==> config.mk <==
export PLATFORM = sky130hd
export DESIGN_NAME = skht_ram
export DESIGN_NICKNAME = d
export VERILOG_FILES = /design/src/design/string_key_hash_table_defines.svh /design/src/design/skht_ram.sv
export SDC_FILE = /design/constraint.sdc
export NUM_CORES = 1
export LEC_CHECK = 0
export ABC_AREA = 0
export BUFFER_PORTS_ARGS = -buffer_cell sky130_fd_sc_hd__buf_2
export CAP_MARGIN = 10
export CORE_ASPECT_RATIO = 1.25
export CORE_MARGIN = 8
export CORE_UTILIZATION = 40
export CTS_CLUSTER_DIAMETER = 50
export DETAILED_ROUTE_END_ITERATION = 10
export GPL_TIMING_DRIVEN = 0
export MAX_ROUTING_LAYER = met4
export SYNTH_ARGS = -nofsm -noshare
export SYNTH_HDL_FRONTEND = slang
export SYNTH_SLANG_ARGS = --single-unit
==> constraint.sdc <==
create_clock -name clk -period 1.8 [get_ports clk]
set_clock_uncertainty 0.1 [all_clocks]
set_input_delay 0.09 -clock clk [delete_from_list [all_inputs] [get_ports clk]]
set_output_delay 0.09 -clock clk [all_outputs]
set_load 0.02 [all_outputs]
==> src/design/string_key_hash_table_defines.svh <==
// Assertion macros for the string key hash table.
// Used by the top level only; no other dependencies.
`ifndef STRING_KEY_HASH_TABLE_DEFINES_SVH
`define STRING_KEY_HASH_TABLE_DEFINES_SVH

// Same-cycle implication, disabled in reset.
`define SKHT_ASSERT_IMP(lbl, clk, rst, ante, cons) \
  lbl: assert property (@(posedge clk) disable iff (rst) (ante) |-> (cons)) \
    else $error("skht assertion failed");

// Next-cycle implication, disabled in reset.
`define SKHT_ASSERT_NXT(lbl, clk, rst, ante, cons) \
  lbl: assert property (@(posedge clk) disable iff (rst) (ante) |=> (cons)) \
    else $error("skht assertion failed");

`endif

==> src/design/skht_ram.sv <==
// Generic single-write, single-read RAM with registered read data.
// No dependencies.
module skht_ram #(
  parameter int WIDTH = 8,
  parameter int DEPTH = 64
) (
  input  logic                     clk,
  input  logic                     we,
  input  logic [$clog2(DEPTH)-1:0] waddr,
  input  logic [WIDTH-1:0]         wdata,
  input  logic                     re,
  input  logic [$clog2(DEPTH)-1:0] raddr,
  output logic [WIDTH-1:0]         rdata
);
  logic [WIDTH-1:0] mem [DEPTH];

  always_ff @(posedge clk) begin
    if (we) begin
      mem[waddr] <= wdata;
    end
    if (re) begin
      rdata <= mem[raddr];
    end
  end
endmodule

Word level (Yosys, flattened, before mapping)
Memory sizes are Yosys's and may differ from the RTL's. A register that Yosys moved wholly into a read port is not among the register bits.
Cells that the tools add are included.
{ "word_totals": {"mem_count": 1, "regBits": 0, "ram_bits": 512, "output_inout_bits": 8, "input_bits": 23, "elab_cells": 3} }
{ "op_classes": {"mux": 2} }
{ "mem_list": {"columns": ["memory", "words", "width", "read_ports", "rd_clocked_by_memory_dff", "write_ports", "line_no", "text"], "rows": [
  ["mem", 64, 8, 1, 1, 1, "skht_ram.sv:15", "logic [WIDTH-1:0] mem [DEPTH];"]
]} }
{ "op_table": {"columns": ["cell", "n"], "rows": [
  ["1-bit two-way mux", 2]
]} }

Depth between registers and ports, before layout
{ "logic_depth": {"depth_word": 2, "mapped_depth": 9, "mapped_depth_nobuf": 5} }

Worst setup path after synthesis
No wires, ideal clock.
{ "synth_timing": {"kind": "input port to flip-flop", "from": "in raddr[1]", "to": "reg rdata[3] (read register of mem) (data pin)", "setup_ns": 0.266, "arrival_time_ns": 1.630, "path_stages": 7, "t_required_ns": 1.434, "slack_ns": -0.196, "path_buffers": 3, "cell_sequence": "buf_4 -> buf_2 -> buf_2 -> mux4_2 -> mux4_2 -> o21ai_1 -> o41ai_1"} }
{ "synth_rtl": {"columns": ["element", "line_no", "text"], "rows": [
  ["from (decl)", "skht_ram.sv:12", "input logic [$clog2(DEPTH)-1:0] raddr,"],
  ["to (decl)", "skht_ram.sv:13", "output logic [WIDTH-1:0] rdata"]
]} }

==> summary.md <==
| Metric | Value |
|---|---|
| Placer Congestion | `0.892` |
| Post-Route WL | `48.9 mm` |
| Syn avg cell area | `21.5 um^2` |
| Slew Limit Fails | `0` |
| Cells after DPL | `1622` |
| Initial antenna violation count | `1` |
| Final #Nets | `1053` |
| Layout area overhead | `16.0%` |
| CTS Sinks | `520` |
| Max-cap viol count | `0` |
| Arr. time, crit path | `2.39 ns` |
| Global-route wire length before repair | `70.7 mm` |
| Full die area | `58100 um^2` |
| RSZ-0062 raised after global routing | `yes` |
| Final antenna-violating net count | `0` |
| Leakage | `7.20 nW` |
| Worst Hold Class | `in -> reg` |
| Port-buffer cells | `22` |
| Die Span Y | `268 um` |
| Startpoint Class | `register` |
| Vias | `9717` |
| Clock Tree Root | `clkbuf_16` |
| Hold Slack | `-0.0139 ns` |
| Relative slew slack | `0.156` |
| Worst setup EP type | `register` |
| Pwr Total | `25.3 mW` |
| Share of post-route cells with drive strength above 1 | `0.336` |
| Core Area | `50200 um^2` |
| EDFF count, synth | `520` |
| Status | `finished with violations` |
| Vias in the first global route | `10.1k` |
| Clock transition at path regs | `0.06 ns` |
| Fmax | `0.455 GHz` |
| YS warnings | `0` |
| Starting Density | `0.403` |
| Yosys top cell by area | `edfxtp_1` |
| Final std cells w/o fill | `1730` |
| Power per cell area | `1080 nW/um^2` |
| DRC Markers | `0` |
| Die W | `217 um` |
| Top post-synthesis cells by area | `edfxtp_1 77%, mux4_2 14%, nor2_1 1.5%, mux2i_1 1.1%, mux2_2 0.72%` |
| Detailed-route wire length per cell | `28.3 um` |
| Main synth FF type | `edfxtp_1` |
| Slew at the pin closest to its max-slew limit | `1.27 ns` |
| I/O pin cnt | `31` |
| Worst Path Max Fanout | `1` |
| TritonCTS clock tree | `yes` |
| Failing checks | `hold timing, setup timing` |
| HPWL Detailed | `31.2 mm` |
| Final min period | `2.20 ns` |
| Unique masters post-synth | `39` |
| Setup ws final | `-0.397 ns` |
| CTS Buf Count | `50` |
| Detailed Routing Iterations Pass 1 | `5` |
| Register area share after synthesis | `0.771` |
| Commonest cells after routing, fill and taps aside | `520 x edfxtp_1, 126 x mux4_2, 51 x nor2_2, 51 x clkbuf_16, 33 x buf_2` |
| Reg2reg path depth | `5` |
| Commonest non-fill, non-tap cell in the layout | `edfxtp_1` |
| Worst vdd ir | `0.673 mV` |
| Clk buf depth | `3` |
| Post-synth top area share | `0.771` |
| Fill cells | `4208` |
| Row cnt | `92` |
| H-tree depth | `2` |
| Final hold vios | `11` |
| Flip-flop and latch count after synthesis | `520` |
| Async S/R FF share, synth | `0` |
| Tcrit/Tclk final | `1.22` |
| Setup violators final | `49` |
| Vias/cell | `5.62` |
| Largest net degree at the start of global routing | `65` |
| Post-Synthesis Cells | `940` |
| Syn Nets | `963` |
| Total gr overflow | `0` |
| Crit path required time | `1.99 ns` |
| Syn Std Cell Area | `20200 um^2` |
| Hold Crit Depth | `1` |
| Kind of critical path | `reg -> reg` |
| Gr usage total | `0.173` |
| DRT iter0 DRCs | `991` |
| Skew-Pair Late Insertion Delay | `0.58 ns` |
## flip-flops by register name (all words and copies together) (netlist names)
signal and count:
mem 512, rdata 8
## cells in the mapped netlist (2+ instances only)
library cell	instances
edfxtp_1	520
mux4_2	126
nor2_1	83
mux2i_1	23
nand2_1	19
clkbuf_1	17
nor2b_1	14
buf_4	13
mux2_2	13
nand3_1	13
buf_2	11
o221ai_1	8
o22ai_1	8
nand2b_1	7
nor3_1	7
a221oi_1	6
a211oi_1	4
buf_1	4
buf_6	4
a21oi_1	3
a22oi_1	3
nand3b_1	3
o2111ai_1	3
o2bb2ai_1	3
a2111oi_0	2
buf_12	2
nand4_1	2
nor4_1	2
o21a_1	2
o21ai_0	2
o21ai_1	2
o221a_2	2
o32ai_1	2
o41ai_1	2
## worst max-delay path: stages, from the launching register on
cell and delay, ns:
edfxtp_1 0.35, mux4_2 0.50, mux2_4 0.32, o221a_4 0.28, nor3_4 0.23, o32ai_2 0.14
## power breakdown
group | internal (mW) | total [mW] | switching (mW)
Combinational | 0.561 | 1.50 | 0.943
Clock | 5.93 | 10.3 | 4.40
Sequential | 13.4 | 13.4 | 0.0200
Total | 19.9 | 25.3 | 5.37
## cell families (layout without fill, tap and decap cells)
family                 after synthesis  after routing  synth area share
AOI/OAI and AO/OA                   54             54            0.0206
other                                0              3                 0
and+or+nand+nor                    153            153            0.0337
DFF                                520            520             0.771
buffers and inverters               51            180            0.0156
muxes                              162            162             0.159
## path summary, 6_finish.rpt
path,end,slack (ns),startpoint
worst max-delay path,rdata[4]$_DFFE_PP_,-0.40,mem[21][4]$_DFFE_PP_
worst max register to register,rdata[4]$_DFFE_PP_,-0.40,mem[21][4]$_DFFE_PP_
worst min register to register,rdata[0]$_DFFE_PP_,0.94,mem[19][0]$_DFFE_PP_
worst min-delay path,mem[56][1]$_DFFE_PP_,-0.01,wdata[1]
## area by class of cell
cell class              count  area [um^2]  share of cell area
flip-flops and latches    520        15600               0.665
diodes                      3         7.51            0.000320
plain buffers              51          394              0.0168
repair buffers             38          320              0.0136
multi-input cells         369         4740               0.202
well taps                 658          823              0.0350
clock inverters            26          264              0.0112
clock buffers              65         1330              0.0566
## metrics by stage
stage / utilization / area (um^2) / setup slack, ns / TNS, ns
floorplan: - / 20400 / -0.0883 / -0.523
global placement: 0.424 / 21300 / -1.24 / -273.17
detailed placement: 0.424 / 21300 / -1.26 / -290.92
CTS: 0.461 / 23100 / -0.366 / -6.25
global route: 0.468 / 23500 / -0.432 / -6.04
finish: 0.468 / 23500 / -0.397 / -3.62
## repair_timing
item | 4_1_cts | 5_1_grt
hold endpoints to repair | 11 | 61
setup buffers | 0 | 0
pin swaps | 0 | 2
hold buffers | 4 | 4
resized for setup | 55 | 55
endpoints found under the setup margin | 155 | 285
gates cloned | 0 | 0
## metal layers
metal  up-vias  wire length [um]  track usage  part of all wire
met5         -                 0            -                 0
met4         0              1440       0.0580             0.029
met3        81              2520       0.0249             0.052
met2       333             25400        0.293              0.52
met1      5181             19500        0.212              0.40
li1       4122                 -            -                 -
No activity file was read; power rests on OpenSTA's default activity.
